===== config.mk =====
export PLATFORM = sky130hd
export DESIGN_NAME = image_difference_statistics
export DESIGN_NICKNAME = d
export VERILOG_FILES = /design/src/rtl/ids_pkg.sv /design/src/rtl/ids_ctrl.sv /design/src/rtl/ids_datapath.sv /design/src/rtl/image_difference_statistics.sv
export SDC_FILE = /design/constraint.sdc
export NUM_CORES = 2
export LEC_CHECK = 0
export ABC_AREA = 1
export BUFFER_PORTS_ARGS = -buffer_cell sky130_fd_sc_hd__buf_2
export CAP_MARGIN = 20
export CORE_UTILIZATION = 55
export DETAILED_ROUTE_END_ITERATION = 8
export HOLD_SLACK_MARGIN = 0.03
export PLACE_DENSITY = 0.79
export SLEW_MARGIN = 20
export SYNTH_ARGS = -nofsm -noshare
export SYNTH_HDL_FRONTEND = slang
export SYNTH_SLANG_ARGS = --single-unit

===== constraint.sdc =====
create_clock -name clk_i -period 15.5 [get_ports clk_i]
set_input_delay 1.55 -clock clk_i [delete_from_list [all_inputs] [get_ports clk_i]]
set_output_delay 1.55 -clock clk_i [all_outputs]
set_load 0.05 [all_outputs]

===== src/rtl/ids_pkg.sv =====
// Shared types and constants for the image difference statistics block.
package ids_pkg;

  localparam int unsigned NumCh    = 4;
  localparam int unsigned CntW     = 25;
  localparam int unsigned SumW     = 32;
  localparam int unsigned SqW      = 40;
  localparam int unsigned StepW    = 6;

  // channel count ceiling and pixel count ceiling of the statistics
  localparam logic [2:0]      MaxChannels = 3'd4;
  localparam logic [CntW-1:0] MaxPixels   = 25'd16777216;

  // iteration counts of the shared divider and the square root unit
  localparam logic [StepW-1:0] DivSteps  = 6'd32;
  localparam logic [StepW-1:0] RootSteps = 6'd16;

  typedef enum logic [2:0] {
    CFG_FIRST_COUNT  = 3'd0,
    CFG_SECOND_COUNT = 3'd1,
    CFG_OUT_COUNT    = 3'd2,
    CFG_THRESHOLD    = 3'd3,
    CFG_SCALE        = 3'd4
  } ids_cfg_e;

  typedef enum logic [1:0] {
    ST_RUN  = 2'd0,
    ST_MEAN = 2'd1,
    ST_RMS  = 2'd2,
    ST_ROOT = 2'd3
  } ids_state_e;

  typedef struct packed {
    logic accept;       // item taken this cycle
    logic accept_last;  // item taken is the last pixel of the frame
    logic div_step;     // one divider iteration
    logic mean_done;    // capture mean, load RMS division
    logic rms_done;     // load square root from quotient
    logic root_step;    // one square root iteration
    logic finish;       // capture RMS
  } ids_cmd_t;

endpackage


===== src/rtl/ids_ctrl.sv =====
// Sequencer: handshakes, frame-end divide and square root sequencing.
module ids_ctrl (
  input  logic            clk_i,
  input  logic            rst_ni,
  input  logic            in_valid_i,
  input  logic            last_pixel_i,
  output logic            in_ready_o,
  input  logic            out_ready_i,
  output logic            out_valid_o,
  output ids_pkg::ids_cmd_t cmd_o
);
  import ids_pkg::*;

  ids_state_e       state_q, state_d;
  logic [StepW-1:0] cnt_q, cnt_d;
  logic             out_valid_q, out_valid_d;
  logic             in_ready;
  ids_cmd_t         cmd;

  always_ff @(posedge clk_i or negedge rst_ni) begin
    if (!rst_ni) begin
      state_q     <= ST_RUN;
      cnt_q       <= '0;
      out_valid_q <= 1'b0;
    end else begin
      state_q     <= state_d;
      cnt_q       <= cnt_d;
      out_valid_q <= out_valid_d;
    end
  end

  always_comb begin
    state_d     = state_q;
    cnt_d       = cnt_q;
    out_valid_d = out_valid_q && !out_ready_i;
    cmd         = '0;
    in_ready    = (state_q == ST_RUN) && (!out_valid_q || out_ready_i);
    case (state_q)
      ST_RUN: begin
        if (in_valid_i && in_ready) begin
          cmd.accept = 1'b1;
          if (last_pixel_i) begin
            cmd.accept_last = 1'b1;
            cnt_d           = '0;
            state_d         = ST_MEAN;
          end else begin
            out_valid_d = 1'b1;
          end
        end
      end
      ST_MEAN: begin
        if (cnt_q == DivSteps) begin
          cmd.mean_done = 1'b1;
          cnt_d         = '0;
          state_d       = ST_RMS;
        end else begin
          cmd.div_step = 1'b1;
          cnt_d        = StepW'(cnt_q + 1'b1);
        end
      end
      ST_RMS: begin
        if (cnt_q == DivSteps) begin
          cmd.rms_done = 1'b1;
          cnt_d        = '0;
          state_d      = ST_ROOT;
        end else begin
          cmd.div_step = 1'b1;
          cnt_d        = StepW'(cnt_q + 1'b1);
        end
      end
      ST_ROOT: begin
        if (cnt_q == RootSteps) begin
          cmd.finish  = 1'b1;
          out_valid_d = 1'b1;
          state_d     = ST_RUN;
        end else begin
          cmd.root_step = 1'b1;
          cnt_d         = StepW'(cnt_q + 1'b1);
        end
      end
      default: begin
        state_d = ST_RUN;
      end
    endcase
  end

  assign in_ready_o  = in_ready;
  assign out_valid_o = out_valid_q;
  assign cmd_o       = cmd;

endmodule


===== src/rtl/ids_datapath.sv =====
// Datapath: config registers, pixel diff, frame statistics, divider, square root.
module ids_datapath (
  input  logic                        clk_i,
  input  logic                        rst_ni,
  input  ids_pkg::ids_cmd_t           cmd_i,
  input  logic                        cfg_we_i,
  input  logic [2:0]                  cfg_index_i,
  input  logic [15:0]                 cfg_data_i,
  input  logic [ids_pkg::NumCh-1:0][7:0] a_i,
  input  logic [ids_pkg::NumCh-1:0][7:0] b_i,
  output logic [ids_pkg::NumCh-1:0][7:0] out_ch_o,
  output logic [7:0]                  pixel_max_diff_o,
  output logic                        frame_done_o,
  output logic [ids_pkg::CntW-1:0]    differing_pixels_o,
  output logic [ids_pkg::CntW-1:0]    above_threshold_pixels_o,
  output logic [7:0]                  frame_max_diff_o,
  output logic [15:0]                 mean_diff_o,
  output logic [15:0]                 rms_diff_o
);
  import ids_pkg::*;

  function automatic logic [2:0] clamp_cnt(input logic [2:0] c, input logic lo_one);
    logic [2:0] r;
    r = c;
    if (lo_one && (c == 3'd0)) r = 3'd1;
    if (r > MaxChannels) r = MaxChannels;
    return r;
  endfunction

  // configuration registers
  logic [2:0]  first_cnt_q, second_cnt_q, out_cnt_q;
  logic [7:0]  thr_q;
  logic [15:0] scale_q;

  always_ff @(posedge clk_i or negedge rst_ni) begin
    if (!rst_ni) begin
      first_cnt_q  <= 3'd4;
      second_cnt_q <= 3'd4;
      out_cnt_q    <= 3'd0;
      thr_q        <= 8'd0;
      scale_q      <= 16'd256;
    end else if (cfg_we_i) begin
      case (ids_cfg_e'(cfg_index_i))
        CFG_FIRST_COUNT:  first_cnt_q  <= cfg_data_i[2:0];
        CFG_SECOND_COUNT: second_cnt_q <= cfg_data_i[2:0];
        CFG_OUT_COUNT:    out_cnt_q    <= cfg_data_i[2:0];
        CFG_THRESHOLD:    thr_q        <= cfg_data_i[7:0];
        CFG_SCALE:        scale_q      <= cfg_data_i;
        default: ;
      endcase
    end
  end

  // per-pixel difference
  logic [2:0]            n1, n2, nsrc, ndiff;
  logic [NumCh-1:0][7:0] dch;
  logic [NumCh-1:0][7:0] vch;
  logic [7:0]            pix;
  logic [23:0]           prod [NumCh];

  always_comb begin
    n1    = clamp_cnt(first_cnt_q, 1'b1);
    n2    = clamp_cnt(second_cnt_q, 1'b1);
    nsrc  = (n1 < n2) ? n1 : n2;
    ndiff = (out_cnt_q != 3'd0) ? clamp_cnt(out_cnt_q, 1'b0) : nsrc;
    pix   = 8'd0;
    for (int ch = 0; ch < NumCh; ch++) begin
      dch[ch]  = (a_i[ch] > b_i[ch]) ? 8'(a_i[ch] - b_i[ch]) : 8'(b_i[ch] - a_i[ch]);
      prod[ch] = {16'd0, dch[ch]} * {8'd0, scale_q};
      vch[ch]  = 8'd0;
      if (3'(ch) < nsrc) begin
        if (dch[ch] > pix) pix = dch[ch];
        if (3'(ch) < ndiff) begin
          vch[ch] = (prod[ch][23:16] != 8'd0) ? 8'hFF : prod[ch][15:8];
        end
      end else if (3'(ch) < ndiff) begin
        vch[ch] = (ch == NumCh - 1) ? 8'hFF : 8'd0;
      end
    end
  end

  // running statistics
  logic [CntW-1:0] nz_q, nz_d, over_q, over_d;
  logic [SumW-1:0] sum_q, sum_d;
  logic [SqW-1:0]  sq_q, sq_d;
  logic [7:0]      max_q, max_d;
  logic [15:0]     pix_sq;

  always_comb begin
    pix_sq = {8'd0, pix} * {8'd0, pix};
    nz_d   = nz_q;
    over_d = over_q;
    sum_d  = sum_q;
    sq_d   = sq_q;
    max_d  = max_q;
    if (pix != 8'd0) begin
      if (pix > max_q) max_d = pix;
      if (nz_q < MaxPixels) begin
        nz_d  = CntW'(nz_q + 1'b1);
        sum_d = SumW'(sum_q + {24'd0, pix});
        sq_d  = SqW'(sq_q + {24'd0, pix_sq});
        if (pix > thr_q) over_d = CntW'(over_q + 1'b1);
      end
    end
  end

  always_ff @(posedge clk_i or negedge rst_ni) begin
    if (!rst_ni) begin
      nz_q   <= '0;
      over_q <= '0;
      sum_q  <= '0;
      sq_q   <= '0;
      max_q  <= '0;
    end else if (cmd_i.accept_last) begin
      nz_q   <= '0;
      over_q <= '0;
      sum_q  <= '0;
      sq_q   <= '0;
      max_q  <= '0;
    end else if (cmd_i.accept) begin
      nz_q   <= nz_d;
      over_q <= over_d;
      sum_q  <= sum_d;
      sq_q   <= sq_d;
      max_q  <= max_d;
    end
  end

  // output registers; count field doubles as the divisor
  logic [NumCh-1:0][7:0] out_ch_q;
  logic [7:0]            pix_q, fmax_q;
  logic                  done_q;
  logic [CntW-1:0]       cnt_out_q, over_out_q;
  logic [15:0]           mean_q, rms_q;
  logic [SqW-1:0]        rep_sq_q;

  // shared restoring divider: rem holds the partial remainder, quo the
  // low numerator bits that turn into the quotient as they shift out
  logic [CntW-1:0] rem_q;
  logic [31:0]     quo_q;
  logic [CntW:0]   trial;
  logic            q_bit;

  always_comb begin
    trial = {rem_q, quo_q[31]};
    q_bit = (trial >= {1'b0, cnt_out_q});
  end

  // bitwise square root
  logic [31:0] v_q, r_q, bit_q;
  logic [32:0] rb;
  logic        take;

  always_comb begin
    rb   = {1'b0, r_q} + {1'b0, bit_q};
    take = ({1'b0, v_q} >= rb);
  end

  always_ff @(posedge clk_i) begin
    if (cmd_i.accept) begin
      out_ch_q <= vch;
      pix_q    <= pix;
      done_q   <= cmd_i.accept_last;
      if (cmd_i.accept_last) begin
        cnt_out_q  <= nz_d;
        over_out_q <= over_d;
        fmax_q     <= max_d;
        rep_sq_q   <= sq_d;
        // numerator sum * 256, 40 bits wide, top 8 bits into the remainder
        rem_q      <= {9'd0, 8'd0, sum_d[31:24]};
        quo_q      <= {sum_d[23:0], 8'd0};
      end else begin
        cnt_out_q  <= '0;
        over_out_q <= '0;
        fmax_q     <= '0;
      end
      mean_q <= '0;
      rms_q  <= '0;
    end
    if (cmd_i.div_step) begin
      rem_q <= q_bit ? CntW'(trial - {1'b0, cnt_out_q}) : CntW'(trial);
      quo_q <= {quo_q[30:0], q_bit};
    end
    if (cmd_i.mean_done) begin
      mean_q <= (cnt_out_q == '0) ? 16'd0 : quo_q[15:0];
      // numerator square sum * 65536
      rem_q  <= {1'b0, rep_sq_q[39:16]};
      quo_q  <= {rep_sq_q[15:0], 16'd0};
    end
    if (cmd_i.rms_done) begin
      v_q   <= quo_q;
      r_q   <= '0;
      bit_q <= 32'h4000_0000;
    end
    if (cmd_i.root_step) begin
      if (take) begin
        v_q <= 32'({1'b0, v_q} - rb);
        r_q <= 32'({1'b0, r_q[31:1]} + {1'b0, bit_q});
      end else begin
        r_q <= {1'b0, r_q[31:1]};
      end
      bit_q <= {2'b00, bit_q[31:2]};
    end
    if (cmd_i.finish) begin
      rms_q <= (cnt_out_q == '0) ? 16'd0 : r_q[15:0];
    end
  end

  assign out_ch_o                 = out_ch_q;
  assign pixel_max_diff_o         = pix_q;
  assign frame_done_o             = done_q;
  assign differing_pixels_o       = cnt_out_q;
  assign above_threshold_pixels_o = over_out_q;
  assign frame_max_diff_o         = fmax_q;
  assign mean_diff_o              = mean_q;
  assign rms_diff_o               = rms_q;

endmodule


===== src/rtl/image_difference_statistics.sv =====
// Top level of the image absolute difference statistics block.
//
//  channel | handshake                    | payload
//  --------+------------------------------+------------------------------------------
//  cfg     | cfg_valid_i / cfg_ready_o    | cfg_index_i, cfg_data_i
//  in      | in_valid_i / in_ready_o      | a_ch0_i..a_ch3_i, b_ch0_i..b_ch3_i,
//          |                              | last_pixel_i
//  out     | out_valid_o / out_ready_i    | out_ch0_o..out_ch3_o, pixel_max_diff_o,
//          |                              | frame_done_o, frame statistics
//
// An ordinary pixel is accepted, and its result lands in the output register at
// the same edge; the next pixel is taken while that result is being taken. The
// last pixel of a frame starts a sequence through the shared restoring divider
// (mean, then mean square) and the 16-iteration square root. in_ready_o is low
// during that sequence and whenever the output register holds a result the
// consumer has not yet taken. Reset returns the configuration to its defaults and
// clears the statistics; cfg_ready_o is always high.
module image_difference_statistics (
  input  logic        clk_i,
  input  logic        rst_ni,

  input  logic        cfg_valid_i,
  output logic        cfg_ready_o,
  input  logic [2:0]  cfg_index_i,
  input  logic [15:0] cfg_data_i,

  input  logic        in_valid_i,
  output logic        in_ready_o,
  input  logic [7:0]  a_ch0_i,
  input  logic [7:0]  a_ch1_i,
  input  logic [7:0]  a_ch2_i,
  input  logic [7:0]  a_ch3_i,
  input  logic [7:0]  b_ch0_i,
  input  logic [7:0]  b_ch1_i,
  input  logic [7:0]  b_ch2_i,
  input  logic [7:0]  b_ch3_i,
  input  logic        last_pixel_i,

  output logic        out_valid_o,
  input  logic        out_ready_i,
  output logic [7:0]  out_ch0_o,
  output logic [7:0]  out_ch1_o,
  output logic [7:0]  out_ch2_o,
  output logic [7:0]  out_ch3_o,
  output logic [7:0]  pixel_max_diff_o,
  output logic        frame_done_o,
  output logic [24:0] differing_pixels_o,
  output logic [24:0] above_threshold_pixels_o,
  output logic [7:0]  frame_max_diff_o,
  output logic [15:0] mean_diff_o,
  output logic [15:0] rms_diff_o
);
  import ids_pkg::*;

  ids_cmd_t              cmd;
  logic [NumCh-1:0][7:0] a_pix, b_pix, out_pix;

  // config writes are taken in any cycle; the block is idle by contract
  assign cfg_ready_o = 1'b1;

  assign a_pix = {a_ch3_i, a_ch2_i, a_ch1_i, a_ch0_i};
  assign b_pix = {b_ch3_i, b_ch2_i, b_ch1_i, b_ch0_i};

  ids_ctrl u_ctrl (
    .clk_i        (clk_i),
    .rst_ni       (rst_ni),
    .in_valid_i   (in_valid_i),
    .last_pixel_i (last_pixel_i),
    .in_ready_o   (in_ready_o),
    .out_ready_i  (out_ready_i),
    .out_valid_o  (out_valid_o),
    .cmd_o        (cmd)
  );

  ids_datapath u_datapath (
    .clk_i                    (clk_i),
    .rst_ni                   (rst_ni),
    .cmd_i                    (cmd),
    .cfg_we_i                 (cfg_valid_i),
    .cfg_index_i              (cfg_index_i),
    .cfg_data_i               (cfg_data_i),
    .a_i                      (a_pix),
    .b_i                      (b_pix),
    .out_ch_o                 (out_pix),
    .pixel_max_diff_o         (pixel_max_diff_o),
    .frame_done_o             (frame_done_o),
    .differing_pixels_o       (differing_pixels_o),
    .above_threshold_pixels_o (above_threshold_pixels_o),
    .frame_max_diff_o         (frame_max_diff_o),
    .mean_diff_o              (mean_diff_o),
    .rms_diff_o               (rms_diff_o)
  );

  assign out_ch0_o = out_pix[0];
  assign out_ch1_o = out_pix[1];
  assign out_ch2_o = out_pix[2];
  assign out_ch3_o = out_pix[3];

endmodule

* After elaboration in Yosys (flattened, before gate mapping)
Cells that the tools add are included.
** Operators by class
- $add $sub $neg :: 17
- $mul :: 5
- Div/mod/pow operators :: 0
- Order comparisons :: 25
- Equal/unequal tests :: 15
- Shift-type cells :: 0
- Multiplexer cells :: 95
- Bitwise operators :: 0
- Reductions and logical operators :: 39
** Operators by type and width (number)
- 32-bit two-way mux :: 14
- 25-bit two-way mux :: 13
- 8-bit two-way mux :: 23
- 40-bit two-way mux :: 4
- 8-bit by 16-bit multiplier with 24-bit output :: 4
- 16-bit two-way mux :: 5
- 8-bit greater-than comparator :: 9
- 8-bit subtractor :: 8
- 29-bit two-way mux :: 2
- 25-bit by 1-bit adder with 25-bit output, second input constant :: 2
- 40-bit by 16-bit adder with 40-bit output :: 1
- 8-bit nonzero test :: 5
- 32-bit by 31-bit adder with 33-bit output :: 1
- 32-bit by 33-bit >= comparator with 1-bit output :: 1
- 31-bit by 31-bit adder with 32-bit output :: 1
- 32-bit by 8-bit adder with 32-bit output :: 1
- 32-bit subtractor :: 1
- 26-bit by 25-bit >= comparator with 1-bit output :: 1
- 25-bit zero test :: 1
- 25-bit less-than comparator, second input constant :: 1
- 25-bit subtractor :: 1
- 24-bit two-way mux :: 1
- 6-bit two-way mux :: 4
- 2-bit AND reduction :: 11
- other kinds (32) :: 81
** Word-level totals
- Register bits :: 480
- Latch bits :: 0
- Memory bits (writable) :: 0
- ROM bits :: 0
- Output and inout port bits :: 134
- Logic and storage cells :: 229
- Memories kept :: 0

* Longest topological paths before layout
- Depth in word-level cells :: 24
- Gate-level depth with buffers :: 74

* Hierarchy
From an unflattened synthesis, not the netlist that was laid out.
** Second synthesis, totals
- Cells, all modules :: 6566
- Area, all modules :: 50380.8 um^2
** By module, submodules not included
- ids_datapath :: instances 1, cells each 6464, area an instance 49646.4 um^2, seq. area each 12831.1 um^2
- ids_ctrl :: instances 1, cells each 100, area an instance 723.2 um^2, seq. area each 225.2 um^2
- image_difference_statistics :: instances 1, cells each 2, area an instance 11.3 um^2, seq. area each 0.0 um^2

* Worst setup path before layout
Ideal clock, no wire load.
- Path kind :: input to register
- Start :: in a_ch1_i[0]
- End :: reg u_datapath.sq_q[34]
- Data arrival time :: 11.340 ns
- Data required time :: 15.221 ns
- Slack :: 3.881 ns
- Stages :: 63
- Cells stage by stage :: inv_1 -> ha_1 -> inv_1 -> fa_1 -> nand2_1 -> nand2_1 -> nand2_1 -> nand2_2 -> nand2_4 -> mux2i_1 -> xor2_1 -> inv_1 -> ha_1 -> nand2_1 -> inv_1 -> nand2_1 -> nand2_1 -> nand2_1 -> [27 not listed] -> inv_1 -> fa_1 -> inv_1 -> ha_1 -> a21oi_1 -> o21ai_0 -> inv_1 -> o21bai_1 -> a21oi_1 -> o21ai_0 -> nand4_1 -> xor2_1 -> nand2_1 -> o21ai_0 -> nand2_1 -> o21ai_2 -> nand2_1 -> o21ai_1
** Between the ends
- Longest elaborated chain between the ends :: 17
- Elaborated cells on any way between the ends :: 20
** RTL lines
- start: declaration :: RTL line image_difference_statistics.sv:30 : input logic [7:0] a_ch1_i,
- 8-bit subtractor / 8-bit greater-than comparator (equally long branches) :: RTL line ids_datapath.sv:68 : dch[ch] = (a_i[ch] > b_i[ch]) ? 8'(a_i[ch] - b_i[ch]) : 8'(b_i[ch] - a_i[ch]);
- 8-bit two-way mux * :: RTL line ids_datapath.sv:68
- 8-bit greater-than comparator :: RTL line ids_datapath.sv:72 : if (dch[ch] > pix) pix = dch[ch];
- 8-bit two-way mux * :: RTL line ids_datapath.sv:72
- 8-bit two-way mux * :: RTL line ids_datapath.sv:71 : if (3'(ch) < nsrc) begin
- 8-bit greater-than comparator :: RTL line ids_datapath.sv:72
- 8-bit two-way mux :: RTL line ids_datapath.sv:72
- 8-bit two-way mux * :: RTL line ids_datapath.sv:71
- [2 not listed]
- 8-bit two-way mux * :: RTL line ids_datapath.sv:71
- 8-bit by 8-bit multiplier with 16-bit output :: RTL line ids_datapath.sv:90 : pix_sq = {8'd0, pix} * {8'd0, pix};
- 40-bit by 16-bit adder with 40-bit output :: RTL line ids_datapath.sv:101 : sq_d = SqW'(sq_q + {24'd0, pix_sq});
- 40-bit two-way mux :: RTL line ids_datapath.sv:98 : if (nz_q < MaxPixels) begin
- 40-bit two-way mux * :: RTL line ids_datapath.sv:96 : if (pix != 8'd0) begin
- net u_datapath.sq_d[34] :: RTL line ids_datapath.sv:85 : logic [SqW-1:0] sq_q, sq_d;
- 40-bit two-way mux * :: RTL line ids_datapath.sv:120 : end else if (cmd_i.accept) begin
- 40-bit two-way mux * :: RTL line ids_datapath.sv:114 : end else if (cmd_i.accept_last) begin
- end signal: assignment :: RTL line ids_datapath.sv:124 : sq_q <= sq_d;
- end: declaration :: RTL line ids_datapath.sv:85
Mark *: on every way through the listed nets, which the timed path passes. The rest lies on a longest branch. The select of a mux whose other input is x is not followed.
A chain may end at the register's enable or synchronous reset.

* Final worst setup path
- Start :: in a_ch1_i[2]
- End :: reg u_datapath.sq_q[34]
Same word-level chain as after synthesis.

==> out/qor.yml <==
hold_path.class: "flop to flop"
rr_endpoint: "u_datapath.sq_q[34]$_DFFE_PN0P_"
setup_viol: 0
fin_skew_ps: 44.8
die_width_um: 304
max_freq_mhz: 80.9
grt_first_pass_wirelength_mm: 224
critPathMaxFanout: 16
whs_endpoint: "u_datapath.quo_q[15]$_SDFFE_PP0P_"
insertion_delay_ps: 680
cpMaxStageDelayCell: "fa_1"
portBuffers: 221
r2r_start: "u_datapath.first_cnt_q[2]$_DFFE_PN1P_"
synth_nets: 7393
antenna_found_initial: 2
synth.top_cell.area_share_pct: 15.5
arrival_ps: 12940
cp-end-kind: "flop"
root_buffer: "clkbuf_16"
drt_pass1_iterations: 8
drt_iter0_markers: 3595
critical_path_buf_inv_count: 12
finalHoldViolations: 0
cpMostUsedCell: "nand2_1"
worstPathRequired_ps: 16080
cts_max_level: 2
grt_usage_pct: 29.9
gp_congestion: 0.959
path_class: "primary input to flop"
use_met2_pct: 48.3
via_count: 44200
drt-wirelength-per-cell_um: 17.6
hp-start: "u_datapath.quo_q[15]$_SDFFE_PP0P_"
viasPerCell: 5.65
use_met3_pct: 5.03
initial_utilization_pct: 55.6
cts_hold_buf: 0
slew_viol_final: 0
die_h_um: 304
area_delta_synth_final_pct: 7.77
synthTopCellsByArea: "edfxtp_1 (15%), fa_1 (15%), ha_1 (10%)"
tns_ps: 0
finalWirelength_mm: 138
drc: 0
ys.flop_type: "edfxtp_1"
start_kind: "primary input"
grt_max_degree: 108
cts_resized: 0
die_area_mm2: 0.0922
synth-seq-area-share_pct: 26.1
yosysTopAreaCell: "edfxtp_1"
r2r_cells: 63
critPathTopFamily: "adder cells"
antenna_left: 0
r2r_slack_ps: 3660
fin_crit_ps: 12360
postSynthCellCount: 6509
finalCritPeriodShare_pct: 79.7
clkSinkCount: 480
yosysWarnings: 0
layout-drive-gt1-share_pct: 6.82
cts_buffers: 56
syn_area_mm2: 0.0501
cp_slowest_stage_delay_ps: 530
coreArea_mm2: 0.0900
num_rows: 110
dp_hpwl_mm: 103
ys_seq_elements: 480
busiest_layer: "met2"
post_synth_num_cell_types: 66
tightest_slew_ps: 1080
fill_cells: 8042
clk_pin_slew_ps: 60
cap_violations: 0
cts_tree: "yes"
post_cts_buffers: 0
use_met1_pct: 41.3
clock_path_buffers: 3
synth_area_per_cell_um2: 7.69
whs_path_depth: 2
grt_pass1_vias: 43000
relSlewSlack_pct: 28.0
ios: 223
rsz0062_at_grt: "false"
status: "finished, final reports clean"
async_flop_share_pct: 35.8
overflow: 0
synth-edff-count: 258
final_nets: 7478
## cell usage after synthesis, drive strengths merged (4+ instances only)
| cell | instances |
|---|---|
| a41oi | 4 |
| nor3 | 62 |
| dfxtp | 50 |
| nand4 | 72 |
| o211ai | 13 |
| dfrtp | 169 |
| a21oi | 313 |
| clkinv | 22 |
| nor2 | 710 |
| nor4 | 28 |
| a221oi | 5 |
| xnor2 | 85 |
| a211oi | 12 |
| inv | 1050 |
| o31ai | 14 |
| o21bai | 38 |
| o21a | 10 |
| nand2 | 1380 |
| ha | 415 |
| nand3 | 171 |
| xor2 | 223 |
| o221ai | 12 |
| mux2i | 14 |
| fa | 380 |
| edfxtp | 258 |
| buf | 44 |
| a31oi | 12 |
| a21o | 19 |
| nand3b | 6 |
| a21boi | 5 |
| o22ai | 13 |
| or2 | 8 |
| clkbuf | 193 |
| o21ai | 678 |
## worst max path at each step
stage / endpoint / depth (start not counted) / slack, ps / from
floorplan: u_datapath.sq_q[34]$_DFFE_PN0P_ / 63 / 3880 / a_ch1_i[0]
global placement: u_datapath.sq_q[34]$_DFFE_PN0P_ / 66 / 2740 / a_ch1_i[0]
detailed placement: u_datapath.sq_q[34]$_DFFE_PN0P_ / 66 / 2600 / a_ch1_i[0]
CTS: u_datapath.sq_q[34]$_DFFE_PN0P_ / 66 / 3250 / a_ch1_i[0]
global route: u_datapath.sq_q[34]$_DFFE_PN0P_ / 63 / 2090 / a_ch0_i[2]
finish: u_datapath.sq_q[34]$_DFFE_PN0P_ / 63 / 3140 / a_ch1_i[2]
## through the flow
| step | utilization (%) | hold slack (ps) | cells | setup WS [ps] | cell area, µm² |
|---|---|---|---|---|---|
| after floorplan | - | 441 | 6509 | 3880 | 50100 |
| after detailed placement | 57.8 | 459 | 7712 | 2600 | 52000 |
| after global placement | 57.7 | 455 | 7711 | 2740 | 52000 |
| final | 59.9 | 468 | 7819 | 3140 | 53900 |
| after CTS | 59.9 | 468 | 7818 | 3250 | 53900 |
| after global routing | 59.9 | 480 | 7818 | 2090 | 53900 |
## cells by family (layout without fill, tap and decap cells)
family / Yosys count / after routing / synth area share, %
simple gates: 2441 / 2441 / 19.9
buf+inv: 1309 / 1442 / 10.1
compound gates: 1161 / 1161 / 12.6
fa+ha+maj: 795 / 795 / 25.6
flops: 480 / 480 / 26.1
xor+xnor: 308 / 308 / 5.40
mux: 14 / 14 / 0.280
other cells: 1 / 2 / 0.00749
## layout make-up
type                            count  area [µm²]  share of cell area, %
Timing Repair Buffer              264        1460                   2.70
Sequential cell                   480       13100                   24.2
Antenna cell                        1        2.50                0.00464
Inverter                         1072        4030                   7.47
Clock buffer                       76        1600                   2.96
Multi-Input combinational cell   4720       32000                   59.3
Clock inverter                     30         343                  0.636
Tap cell                         1176        1470                   2.73
## registers in the layout, indices dropped and copies added, names as in the netlist, 25 cells and up
signal	flops
u_datapath.rep_sq_q	40
u_datapath.sq_q	40
u_datapath.out_ch_o	32
u_datapath.quo_q	32
u_datapath.r_q	32
u_datapath.sum_q	32
u_datapath.v_q	32
u_datapath.above_threshold_pixels_o	25
u_datapath.differing_pixels_o	25
u_datapath.nz_q	25
u_datapath.over_q	25
u_datapath.rem_q	25
## worst register-to-register path, delay by kind of cell (launching register included)
kind	cells	cell delay, ps
simple gates	25	3450
fa+ha+maj	9	3380
compound gates	16	3270
buf+inv	12	940
flops	1	570
xor+xnor	1	150
## per-layer routing
metal / up-vias / wire [µm]
met5: - / 28
met4: 4 / 3810
met3: 229 / 11800
met2: 1817 / 62800
met1: 21100 / 59300
li1: 21000 / -
## cell usage in the layout, fill, tap and decap left out, types with 14 or more instances in the layout
cell and count:
o21ai_2 16, nor3_1 61, a21oi_1 312, inv_2 17, o31ai_1 14, nand3_1 165
clkinv_1 25, mux2i_1 14, nand2_2 17, inv_1 1032, dfrtp_1 169, a21o_1 19
buf_2 220, o21ai_0 475, ha_1 415, edfxtp_1 258, nor2_1 700, clkbuf_16 57
xnor2_1 85, o21bai_1 38, nand2_1 1351, fa_1 380, dfxtp_1 50, xor2_1 222
nor4_1 28, o21ai_1 187, buf_4 42, nand4_1 71
Power is left out: the tool's default activity adds up to more than one toggle a clock period on the data nets, which glitch-free logic cannot reach.
